[src/hw/rtl/isd_pkg.sv]
`timescale 1ns / 1ps
package isd_pkg;

	// sizes
	localparam int MAX_BODIES  = 256;
	localparam int SLOT_W      = 8;
	localparam int VEL_W       = 16;
	localparam int TIME_W      = 16;
	localparam int SPD_W       = 16;
	localparam int SQ_W        = 32;
	localparam int CFG_IDX_W   = 3;
	localparam int CFG_DATA_W  = 16;
	localparam int QUEUE_DEPTH = 4;

	localparam logic [TIME_W-1:0] REST_MAX = '1;

	// configuration register indexes
	localparam logic [CFG_IDX_W-1:0] CFG_SLEEP_EN  = 3'd0;
	localparam logic [CFG_IDX_W-1:0] CFG_LIN_SPEED = 3'd1;
	localparam logic [CFG_IDX_W-1:0] CFG_ANG_SPEED = 3'd2;
	localparam logic [CFG_IDX_W-1:0] CFG_TIME_STEP = 3'd3;
	localparam logic [CFG_IDX_W-1:0] CFG_TIME_WAIT = 3'd4;

	// configuration reset values
	localparam logic [SPD_W-1:0]  LIN_SPEED_RST = 16'd5;
	localparam logic [SPD_W-1:0]  ANG_SPEED_RST = 16'd13;
	localparam logic [TIME_W-1:0] TIME_STEP_RST = 16'd17;
	localparam logic [TIME_W-1:0] TIME_WAIT_RST = 16'd1024;
	localparam logic [SQ_W-1:0]   LIN_THR_RST   = SQ_W'(5 * 5);
	localparam logic [SQ_W-1:0]   ANG_THR_RST   = SQ_W'(13 * 13);

	// body operations decided by the front end
	localparam int OP_W = 2;
	localparam logic [OP_W-1:0] OP_SKIP  = 2'd0;
	localparam logic [OP_W-1:0] OP_CLEAR = 2'd1;
	localparam logic [OP_W-1:0] OP_GROW  = 2'd2;

	typedef struct packed {
		logic signed [VEL_W-1:0] lin_vx;
		logic signed [VEL_W-1:0] lin_vy;
		logic signed [VEL_W-1:0] lin_vz;
		logic signed [VEL_W-1:0] ang_wx;
		logic signed [VEL_W-1:0] ang_wy;
		logic signed [VEL_W-1:0] ang_wz;
		logic                    is_static;
		logic                    may_sleep;
		logic [SLOT_W-1:0]       body_index;
		logic                    island_last;
	} isd_body_t;

	typedef struct packed {
		logic [SLOT_W-1:0] body_id;
		logic [TIME_W-1:0] rest_time;
		logic              island_end;
		logic              island_sleeps;
	} isd_result_t;

	typedef struct packed {
		logic [OP_W-1:0]   op;
		logic [SLOT_W-1:0] slot;
		logic              last;
	} isd_cmd_t;

	typedef struct packed {
		logic              sleep_en;
		logic [SQ_W-1:0]   lin_thr_sq;
		logic [SQ_W-1:0]   ang_thr_sq;
		logic [TIME_W-1:0] time_step;
		logic [TIME_W-1:0] time_wait;
	} isd_cfg_t;

endpackage

[src/hw/rtl/isd_queue.sv]
`timescale 1ns / 1ps
module isd_queue (
	input  logic              clk,
	input  logic              arst_n,
	input  isd_pkg::isd_cmd_t push_data,
	input  logic              push_valid,
	output logic              push_ready,
	output isd_pkg::isd_cmd_t pop_data,
	output logic              pop_valid,
	input  logic              pop_ready
);
	import isd_pkg::*;

	localparam int PTR_W = $clog2(QUEUE_DEPTH);

	isd_cmd_t         entry_q [QUEUE_DEPTH];
	logic [PTR_W-1:0] wr_ptr_q, rd_ptr_q;
	logic [PTR_W:0]   count_q;
	logic             push, pop;

	assign push_ready = count_q != (PTR_W+1)'(QUEUE_DEPTH);
	assign pop_valid  = count_q != '0;
	assign push       = push_valid && push_ready;
	assign pop        = pop_valid && pop_ready;
	assign pop_data   = entry_q[rd_ptr_q];

	// storage
	always_ff @(posedge clk) begin
		if (push) begin
			entry_q[wr_ptr_q] <= push_data;
		end
	end

	// pointers and fill count
	always_ff @(posedge clk or negedge arst_n) begin
		if (!arst_n) begin
			wr_ptr_q <= '0;
			rd_ptr_q <= '0;
			count_q  <= '0;
		end else begin
			if (push) begin
				wr_ptr_q <= wr_ptr_q + 1'b1;
			end
			if (pop) begin
				rd_ptr_q <= rd_ptr_q + 1'b1;
			end
			if (push && !pop) begin
				count_q <= count_q + 1'b1;
			end else if (pop && !push) begin
				count_q <= count_q - 1'b1;
			end
		end
	end
endmodule

[config.mk]
export PLATFORM = sky130hd
export DESIGN_NAME = isd_queue
export DESIGN_NICKNAME = d
export VERILOG_FILES = /design/src/hw/rtl/isd_pkg.sv /design/src/hw/rtl/isd_queue.sv
export SDC_FILE = /design/constraint.sdc
export NUM_CORES = 1
export LEC_CHECK = 0
export BUFFER_PORTS_ARGS = -buffer_cell sky130_fd_sc_hd__buf_2
export CORE_MARGIN = 4
export CORE_UTILIZATION = 60
export DETAILED_ROUTE_END_ITERATION = 8
export PLACE_DENSITY = 0.83
export SLEW_MARGIN = 0
export SYNTH_ARGS = -nofsm -noshare
export SYNTH_HDL_FRONTEND = slang
export SYNTH_SLANG_ARGS = --single-unit
[constraint.sdc]
create_clock -name clk -period 4.9 [get_ports clk]
set_input_delay 0.245 -clock clk [delete_from_list [all_inputs] [get_ports clk]]
set_output_delay 0.245 -clock clk [all_outputs]
set_load 0.01 [all_outputs]
==> results.cfg <==
[sta]
setup_viol = 0
fin_crit_ns = 2.23
slew_violations = 0
rsz0062_at_grt = false
holdWs_ns = 0.0992
slew_headroom = 0.502
fin_ws_ns = 2.67
fmax_ghz = 0.448
post-route-period-util = 0.455
tns_ns = 0
final_hold_viol_count = 0
max_slew.worst_pin.slew_ns = 0.747
finClkSkew_ns = 0.00223

[power]
p_per_area_nw_per_um2 = 546
total_power_mw = 1.23
vdd_drop_max_uv = 392
p_leak_nw = 0.820

[cells_and_area]
drive_gt1_frac = 0.365
area_delta_synth_final_pct = 11.6
diodes = 0
finalNetCount = 146
design_area_um2 = 2250
final_core_util = 0.719
instances_no_fill = 170

[critical_path]
worstSetupPathType = flop to output pin
reg2regPathDepth = 8
cpPeakStageDelay_ns = 0.85
r2r_end = count_q[2]
cp-start-kind = flop
cp.required_ns = 4.66
arrival_ns = 1.99
slowest_stage = dfrtp_1
r2r_slack_ns = 2.81
path_cells = mux4_1, buf_2
end_kind = output pin
crit_fanout = 13
reg2reg_from = count_q[2]

[die]
die_w_um = 66.0
rows = 20
start_util = 0.644
die-area_um2 = 4350
io_pins = 28
die_h_um = 66.0
core_um2 = 3130

[grt]
grt_pass1_wl_um = 4870
grt_pass1_vias = 995
grt_use_met3 = 0.0425
use_met2 = 0.278
globalRouteMet1Util = 0.184
grt-ovfl-total = 0
track_usage = 0.163
grt_start_max_net_pins = 15
antenna_found_initial = 0
top_usage_layer = met2

[logic_synthesis]
synth_top_area_share = 0.655
synthCells = 92
yosysUniqueCellTypes = 20
async_reset_ff_frac = 0.137
synth_edf_count = 44
synthesis.nets = 113
syn-cell-area_um2 = 2020
synth_warnings = 0
ys_ff_latch = 51
seq_area_frac_synth = 0.742
syn_avg_cell_area_um2 = 21.9
synthFlopType = edfxtp_1
yosys-top-cells-count = edfxtp_1, mux4_2, dfrtp_1, ha_1
synth.area.top_cells = edfxtp_1, mux4_2, dfrtp_1
yosys.area.top_type = edfxtp_1
post-synth-top-count-cell = edfxtp_1

[drt]
ant_nets = 0
wl_um = 2970
routedWlPerCell_um = 17.5
drtPass1Iterations = 4
viasPerCell = 5.49
drt-initial-drc-count = 38
num_vias = 933
drc = 0

[placed_design]
place_congestion = 0.715
io_buffers = 27
dp_hpwl_um = 1980
dpl_cell_area_um2 = 2190
place_inst = 161
pre_cts_slack_ns = 2.85

[min_path]
holdPathEnd = entry_q[0][6]
hp-class = input pin to flop
min_from = push_data[6]
whs_path_depth = 1

[clock_tree]
root_buffer = clkbuf_4
h-tree-depth = 2
cts.sinks = 51
clk_pin_slew_ns = 0.12
numCtsBuffers = 5
clock_path_buffers = 2
tritoncts = built
clk_latency_ns = 0.35

[outcome]
outcome = complete, no violations

[job]
maxCapViolCount = 0
-- worst max path at each step --
stage                           start     endpoint  slack, ns  cells after the start
after global placement     count_q[2]   count_q[2]       2.93                      8
after floorplan            count_q[2]   count_q[2]       2.94                      8
after detailed placement   count_q[2]   count_q[2]       2.85                      8
after global routing      rd_ptr_q[0]  pop_data[6]       2.51                      2
final                     rd_ptr_q[0]  pop_data[8]       2.67                      2
after CTS                 rd_ptr_q[0]  pop_data[8]       2.60                      2
-- per-layer routing --
layer / vias to the layer above / wire length, um
met5: - / 0
met4: 0 / 74
met3: 8 / 111
met2: 20 / 1650
met1: 476 / 1130
li1: 429 / -
-- cell families (layout without fill, tap and decap cells) --
family          after synthesis  in the layout  share of synthesized area
compound gates                1              1                    0.00559
xor+xnor                      6              6                     0.0261
fa+ha+maj                     6              6                     0.0410
buf+inv                       5             39                     0.0137
flops                        51             51                      0.742
mux                          13             13                      0.140
simple gates                 10             10                     0.0317
-- layout make-up --
| class | instances | area (um2) |
|---|---|---|
| Inverter | 3 | 11.3 |
| Fill cell | 198 | 878 |
| Sequential cell | 51 | 1500 |
| Clock inverter | 1 | 5.00 |
| Clock buffer | 7 | 45.0 |
| Timing Repair Buffer | 28 | 145 |
| Tap cell | 44 | 55.1 |
| Multi-Input combinational cell | 36 | 492 |
-- registers in the layout, indices dropped and copies added (netlist names) --
| signal | count |
|---|---|
| wr_ptr_q | 2 |
| rd_ptr_q | 2 |
| entry_q | 44 |
| count_q | 3 |
-- placed cells by master (no fill, tap or decap), drive strengths merged --
cell type and n:
edfxtp 44, buf 27, mux4 11, dfrtp 7, clkbuf 7, ha 5
and2 4, xnor2 4, inv 3, nor2 2, xor2 2, nand2 2
mux2 2, a21boi 1, or3 1, nand3 1, fa 1, clkinv 1
dlygate4sd3 1
-- worst max-delay path: cells and delay by family (launching register included) --
family / cells / cell delay (ns)
buffers and inverters: 1 / 0.15
flip-flops: 1 / 0.85
multiplexers: 1 / 0.63
-- report_power, final --
group          internal, mW  leakage (nW)  total, mW  switching, mW
clock network        0.0562        0.0293      0.173          0.116
registers             0.584         0.485      0.672         0.0878
logic                 0.205         0.306      0.384          0.179
total                 0.845         0.820       1.23          0.383
-- repair_timing --
| action | 4_1_cts | 5_1_grt |
|---|---|---|
| gates resized for setup | 0 | 0 |
| hold endpoints to repair | 7 | 0 |
| buffers inserted | 0 | 0 |
| setup endpoints to repair | 0 | 0 |
| hold buffers | 1 | 0 |
(Power assumes the default switching activity.)
