File: config.mk
export PLATFORM = sky130hd
export DESIGN_NAME = isd_back_flat
export DESIGN_NICKNAME = d
export VERILOG_FILES = /design/src/hw/rtl/isd_pkg.sv /design/src/hw/rtl/isd_chan_if.sv /design/src/hw/rtl/isd_back.sv /design/src/flat_wrapper.sv
export SDC_FILE = /design/constraint.sdc
export NUM_CORES = 2
export LEC_CHECK = 0
export ABC_AREA = 1
export BUFFER_PORTS_ARGS = -buffer_cell sky130_fd_sc_hd__buf_2
export CAP_MARGIN = 10
export CELL_PAD_IN_SITES_DETAIL_PLACEMENT = 1
export CELL_PAD_IN_SITES_GLOBAL_PLACEMENT = 2
export CORE_ASPECT_RATIO = 2
export CORE_MARGIN = 8
export CORE_UTILIZATION = 45
export CTS_BUF_LIST = sky130_fd_sc_hd__clkbuf_4
export CTS_CLUSTER_SIZE = 24
export DETAILED_ROUTE_END_ITERATION = 16
export HOLD_SLACK_MARGIN = 0.15
export PLACE_DENSITY = 0.85
export SYNTH_ARGS = -nofsm -noshare
export SYNTH_HDL_FRONTEND = slang
export SYNTH_SLANG_ARGS = --single-unit
File: constraint.sdc
create_clock -name clk -period 37.2 [get_ports clk]
set_input_delay 7.44 -clock clk [delete_from_list [all_inputs] [get_ports clk]]
set_output_delay 7.44 -clock clk [all_outputs]
set_load 0.02 [all_outputs]
File: src/hw/rtl/isd_pkg.sv
`timescale 1ns / 1ps
package isd_pkg;

	// sizes
	localparam int MAX_BODIES  = 256;
	localparam int SLOT_W      = 8;
	localparam int VEL_W       = 16;
	localparam int TIME_W      = 16;
	localparam int SPD_W       = 16;
	localparam int SQ_W        = 32;
	localparam int CFG_IDX_W   = 3;
	localparam int CFG_DATA_W  = 16;
	localparam int QUEUE_DEPTH = 4;

	localparam logic [TIME_W-1:0] REST_MAX = '1;

	// configuration register indexes
	localparam logic [CFG_IDX_W-1:0] CFG_SLEEP_EN  = 3'd0;
	localparam logic [CFG_IDX_W-1:0] CFG_LIN_SPEED = 3'd1;
	localparam logic [CFG_IDX_W-1:0] CFG_ANG_SPEED = 3'd2;
	localparam logic [CFG_IDX_W-1:0] CFG_TIME_STEP = 3'd3;
	localparam logic [CFG_IDX_W-1:0] CFG_TIME_WAIT = 3'd4;

	// configuration reset values
	localparam logic [SPD_W-1:0]  LIN_SPEED_RST = 16'd5;
	localparam logic [SPD_W-1:0]  ANG_SPEED_RST = 16'd13;
	localparam logic [TIME_W-1:0] TIME_STEP_RST = 16'd17;
	localparam logic [TIME_W-1:0] TIME_WAIT_RST = 16'd1024;
	localparam logic [SQ_W-1:0]   LIN_THR_RST   = SQ_W'(5 * 5);
	localparam logic [SQ_W-1:0]   ANG_THR_RST   = SQ_W'(13 * 13);

	// body operations decided by the front end
	localparam int OP_W = 2;
	localparam logic [OP_W-1:0] OP_SKIP  = 2'd0;
	localparam logic [OP_W-1:0] OP_CLEAR = 2'd1;
	localparam logic [OP_W-1:0] OP_GROW  = 2'd2;

	typedef struct packed {
		logic signed [VEL_W-1:0] lin_vx;
		logic signed [VEL_W-1:0] lin_vy;
		logic signed [VEL_W-1:0] lin_vz;
		logic signed [VEL_W-1:0] ang_wx;
		logic signed [VEL_W-1:0] ang_wy;
		logic signed [VEL_W-1:0] ang_wz;
		logic                    is_static;
		logic                    may_sleep;
		logic [SLOT_W-1:0]       body_index;
		logic                    island_last;
	} isd_body_t;

	typedef struct packed {
		logic [SLOT_W-1:0] body_id;
		logic [TIME_W-1:0] rest_time;
		logic              island_end;
		logic              island_sleeps;
	} isd_result_t;

	typedef struct packed {
		logic [OP_W-1:0]   op;
		logic [SLOT_W-1:0] slot;
		logic              last;
	} isd_cmd_t;

	typedef struct packed {
		logic              sleep_en;
		logic [SQ_W-1:0]   lin_thr_sq;
		logic [SQ_W-1:0]   ang_thr_sq;
		logic [TIME_W-1:0] time_step;
		logic [TIME_W-1:0] time_wait;
	} isd_cfg_t;

endpackage

File: src/hw/rtl/isd_chan_if.sv
`timescale 1ns / 1ps
interface isd_chan_if #(parameter type T = logic);
	logic valid;
	logic ready;
	T     data;

	modport source (output valid, output data, input ready);
	modport sink (input valid, input data, output ready);
endinterface

File: src/hw/rtl/isd_back.sv
`timescale 1ns / 1ps
module isd_back (
	input  logic              clk,
	input  logic              arst_n,
	input  isd_pkg::isd_cmd_t cmd,
	input  logic              cmd_valid,
	output logic              cmd_ready,
	input  isd_pkg::isd_cfg_t cfg,
	isd_chan_if.source        result
);
	import isd_pkg::*;

	logic [TIME_W-1:0]     timer_mem [MAX_BODIES];
	logic [MAX_BODIES-1:0] written_q;

	logic                  v_s1;
	isd_cmd_t              cmd_s1;
	logic [TIME_W-1:0]     mem_rd_s1;
	logic                  mem_vld_s1;
	logic                  byp_hit_s1;
	logic [TIME_W-1:0]     byp_time_s1;

	logic [TIME_W-1:0]     min_q;
	logic                  out_v_q;
	isd_result_t           out_q;

	logic                  adv, pop, commit, wr;
	logic [TIME_W-1:0]     cur_time, new_time, grown, min_next;
	logic [TIME_W:0]       grow_sum;
	isd_result_t           res;

	assign adv       = !out_v_q || result.ready;
	assign cmd_ready = !v_s1 || adv;
	assign pop       = cmd_valid && cmd_ready;
	assign commit    = v_s1 && adv;
	assign wr        = commit && (cmd_s1.op != OP_SKIP);

	// timer memory: registered read on pop, write on a committed non-skip request
	always_ff @(posedge clk) begin
		if (pop) begin
			mem_rd_s1 <= timer_mem[cmd.slot];
		end
		if (wr) begin
			timer_mem[cmd_s1.slot] <= new_time;
		end
	end

	// read stage payload and forwarding of a write made on the same edge
	always_ff @(posedge clk) begin
		if (pop) begin
			cmd_s1      <= cmd;
			mem_vld_s1  <= written_q[cmd.slot];
			byp_hit_s1  <= wr && (cmd_s1.slot == cmd.slot);
			byp_time_s1 <= new_time;
		end
	end

	// current timer: a never-written entry reads as zero
	always_comb begin
		if (byp_hit_s1) begin
			cur_time = byp_time_s1;
		end else if (mem_vld_s1) begin
			cur_time = mem_rd_s1;
		end else begin
			cur_time = '0;
		end
	end

	// saturating timer increment
	assign grow_sum = {1'b0, cur_time} + {1'b0, cfg.time_step};
	assign grown    = grow_sum[TIME_W] ? REST_MAX : grow_sum[TIME_W-1:0];

	always_comb begin
		unique case (cmd_s1.op)
			OP_CLEAR: begin
				new_time = '0;
				min_next = '0;
			end
			OP_GROW: begin
				new_time = grown;
				min_next = (grown < min_q) ? grown : min_q;
			end
			default: begin
				new_time = cur_time;
				min_next = min_q;
			end
		endcase
	end

	always_comb begin
		res.body_id       = cmd_s1.slot;
		res.rest_time     = new_time;
		res.island_end    = cmd_s1.last;
		res.island_sleeps = cmd_s1.last && cfg.sleep_en && (min_next >= cfg.time_wait);
	end

	// output register
	always_ff @(posedge clk) begin
		if (commit) begin
			out_q <= res;
		end
	end

	// control state, island minimum and written flags
	always_ff @(posedge clk or negedge arst_n) begin
		if (!arst_n) begin
			v_s1      <= 1'b0;
			out_v_q   <= 1'b0;
			min_q     <= REST_MAX;
			written_q <= '0;
		end else begin
			if (cmd_ready) begin
				v_s1 <= cmd_valid;
			end
			if (adv) begin
				out_v_q <= v_s1;
			end
			if (commit) begin
				min_q <= cmd_s1.last ? REST_MAX : min_next;
			end
			if (wr) begin
				written_q[cmd_s1.slot] <= 1'b1;
			end
		end
	end

	assign result.valid = out_v_q;
	assign result.data  = out_q;
endmodule

File: src/flat_wrapper.sv
// flat-port wrapper written by rule: the top's interface ports become plain ports
module isd_back_flat import isd_pkg::*;
  (clk, arst_n, cmd, cmd_valid, cmd_ready, cfg, result_valid, result_data, result_ready);
  isd_chan_if result_i ();
  input  logic clk;
  input  logic arst_n;
  input  isd_pkg::isd_cmd_t cmd;
  input  logic cmd_valid;
  output logic cmd_ready;
  input  isd_pkg::isd_cfg_t cfg;
  output wire logic [$bits(result_i.valid)-1:0] result_valid;
  output wire logic [$bits(result_i.data)-1:0] result_data;
  input wire logic [$bits(result_i.ready)-1:0] result_ready;
  assign result_valid = result_i.valid;
  assign result_data = result_i.data;
  assign result_i.ready = result_ready;
  isd_back u_core (.clk(clk), .arst_n(arst_n), .cmd(cmd), .cmd_valid(cmd_valid), .cmd_ready(cmd_ready), .cfg(cfg), .result(result_i));
endmodule
==> flow_summary.toml <==
[final_layout]
syn_to_final_growth_pct = 10.63
drive_gt1_share_pct = 14.82
n_fill_cell = 40130
layout.cells.non_filler = 20440
fin_nets = 14560
finalInstanceArea_mm2 = 0.1951

[worst_setup_path]
crit_fanout = 3
crit_arrival_ns = 7.90
path_class = "in -> out"
critPathLaunchType = "input port"
critical_path_required_ns = 29.76
rr_startpoint = "u_core.byp_hit_s1"
critPathLaunch = "result_ready"
end_kind = "primary output"

[pwr]
p_leak_uw = 0.06668
finalPower_uw = 10400
vdd_ir_drop_max_v = 0.00003259
p_per_area_mw_per_mm2 = 53.30

[sta]
hold_viol = 0
rsz0062_at_grt = "false"
skew_ns = 0.1099
tns_ns = 0
timing.hold.ws_ns = 0.4612
setup_viol = 0
finalCritPeriodShare_pct = 41.24
tightest_slew_ns = 1.367
slew_violations = 0
relSlewSlack_pct = 8.866
layout_min_cycle_time_ns = 15.34
timing.fmax_mhz = 65.18

[worst_hold_path]
hp-start = "u_core.written_q[225]"
hp-class = "reg -> reg"

[route]
drt-initial-drc-count = 12030
postRouteAntennaNets = 0
drc = 0
drt-total-wl_um = 590600
first_pass_iters = 6
num_vias = 123000
vias_per_cell = 6.016
wl_per_cell_um = 28.90

[yosys]
yosys_warnings = 0
synth.cell_area_mm2 = 0.1764
synth.area.top_cells = "edfxtp_1, o21ai_0, nor2_1"
avgSynthCellArea_um2 = 12.62
synth_top_area_share_pct = 70.52
synth_cell_types = 45
seq_area_frac_synth_pct = 74.42
ys_ff_latch = 4416
netlist_instances = 13980
yosys.area.top_type = "edfxtp_1"
synth_fp_nets = 14140

[clock_network]
post_cts_resized = 0
cts_tree = "done"
cts_setup_buffers = 0
numCtsBuffers = 923
htreeDepth = 6
clkTransAtPathRegs_ns = 0.07
clock_latency_ns = 1.52
clock_path_buffers = 4
hold_buffers = 0
cts.sinks = 4416
clockRootBuffer = "clkbuf_4"

[die]
coreArea_mm2 = 0.3908
dieArea_mm2 = 0.4135
die_h_um = 901.4
die_w_um = 458.7
start_util_pct = 45.13
ioPinCount = 115
row_count = 325

[flow_run]
max_cap_violations = 0

[global_route]
grt_pass1_wl_um = 852100
grt_pass1_vias = 129700
grt-ovfl-total = 0
grt_use_total_pct = 27.55
antenna_found_initial = 32
grt_max_degree = 195

[run_status]
status = "completed"

[placed_design]
place.gp.congestion = 0.8643
place_area_mm2 = 0.1829
port_buffers = 50
dpl.hpwl_um = 342300
placed_cells = 18700
-- through the flow --
step	worst slack, ns	utilization, %
2_1_floorplan	16.11	-
3_3_place_gp	21.59	46.79
3_5_place_dp	21.54	46.81
4_1_cts	21.85	49.91
5_1_grt	21.82	49.93
6_report	21.86	49.93
-- area by class of cell --
class                           count  area (um2)  area share (%)
Timing Repair Buffer              523        4308           2.208
Clock inverter                    316        1715          0.8792
Multi-Input combinational cell   8342       40050           20.53
Sequential cell                  4416      131300           67.27
Clock buffer                     1386       10410           5.333
Antenna cell                       32       80.08         0.04104
Tap cell                         5232        6546           3.355
Inverter                          191       753.2          0.3860
-- critical path, cell delays in order --
cell and delay (ns):
buf_2 0.09, inv_1 0.06, nand3_1 0.12, buf_2 0.19
-- path summary, 6_finish.rpt --
check	endpoint	slack, ns	depth (start not counted)
setup / recovery	cmd_ready	21.86	4
hold / removal	u_core.written_q[225]	0.46	2
max in group asynchronous	u_core.written_q[81]	28.49	4
setup reg to reg	u_core.result.data	29.04	42
min in group asynchronous	u_core.written_q[146]	5.89	1
hold reg to reg	u_core.written_q[225]	0.46	2
-- cells by family after synthesis --
kind of cell	synth area share, %
flops	74.42
compound gates	12.92
simple gates	9.226
buf+inv	3.029
fa+ha+maj	0.3590
xor+xnor	0.04469
-- registers in the layout (all words and copies together) (netlist names) --
| signal | count |
|---|---|
| u_core.timer_mem | 4096 |
| u_core.written_q | 256 |
| u_core.byp_time_s1 | 16 |
| u_core.mem_rd_s1 | 16 |
| u_core.min_q | 16 |
| u_core.cmd_s1 | 11 |
| u_core.byp_hit_s1 | 1 |
| u_core.mem_vld_s1 | 1 |
| u_core.result.data | 1 |
| u_core.result.valid | 1 |
| u_core.v_s1 | 1 |
-- placed cells by master, fill, tap and decap left out, types with 16 or more instances in the layout --
master / count
o22ai_1: 1250
buf_2: 43
o21ai_0: 2686
nand3_1: 335
buf_12: 34
a21oi_1: 129
dfstp_2: 16
clkinv_2: 43
edfxtp_1: 4142
clkinv_1: 238
inv_1: 182
or2_2: 194
nand2_1: 596
bufinv_16: 16
buf_4: 436
ha_1: 49
clkbuf_4: 1386
dfrtp_1: 258
nor2_1: 2869
o21ai_1: 90
diode_2: 32
-- metal layers --
metal  track usage [%]  vias to the layer above  part of all wire, %
li1                  -                    52870                    -
met1             29.72                    63220                   34
met2             48.60                     5237                   51
met3             3.840                     1615                  6.1
met4             21.38                       14                  8.9
met5                 0                        -                0.017
-- cell usage after synthesis (all sizes together) --
cell and number:
edfxtp 4142, nor2 2879, o21ai 2788, o22ai 1251, nand2 616, clkbuf 610
buf 419, nand3 335, dfrtp 258, or2 195, inv 187, a21oi 129
ha 49, dfstp 16, a22o 15, nand4 15, nor3 15, a31oi 13
and3 10, o311ai 8, xnor2 5, clkinv 4, xor2 4, a211oi 3
a21boi 2, a21o 1, a221oi 1, a22oi 1, a2bb2oi 1, and2 1
fa 1, nand3b 1, nor4b 1, o21bai 1, o31ai 1
-- report_power, final --
| group | total, uW | switching (uW) | internal [uW] |
|---|---|---|---|
| clock network | 3720 | 1910 | 1810 |
| registers | 5660 | 18.1 | 5640 |
| logic | 1020 | 813 | 206 |
(Power assumes the default switching activity.)
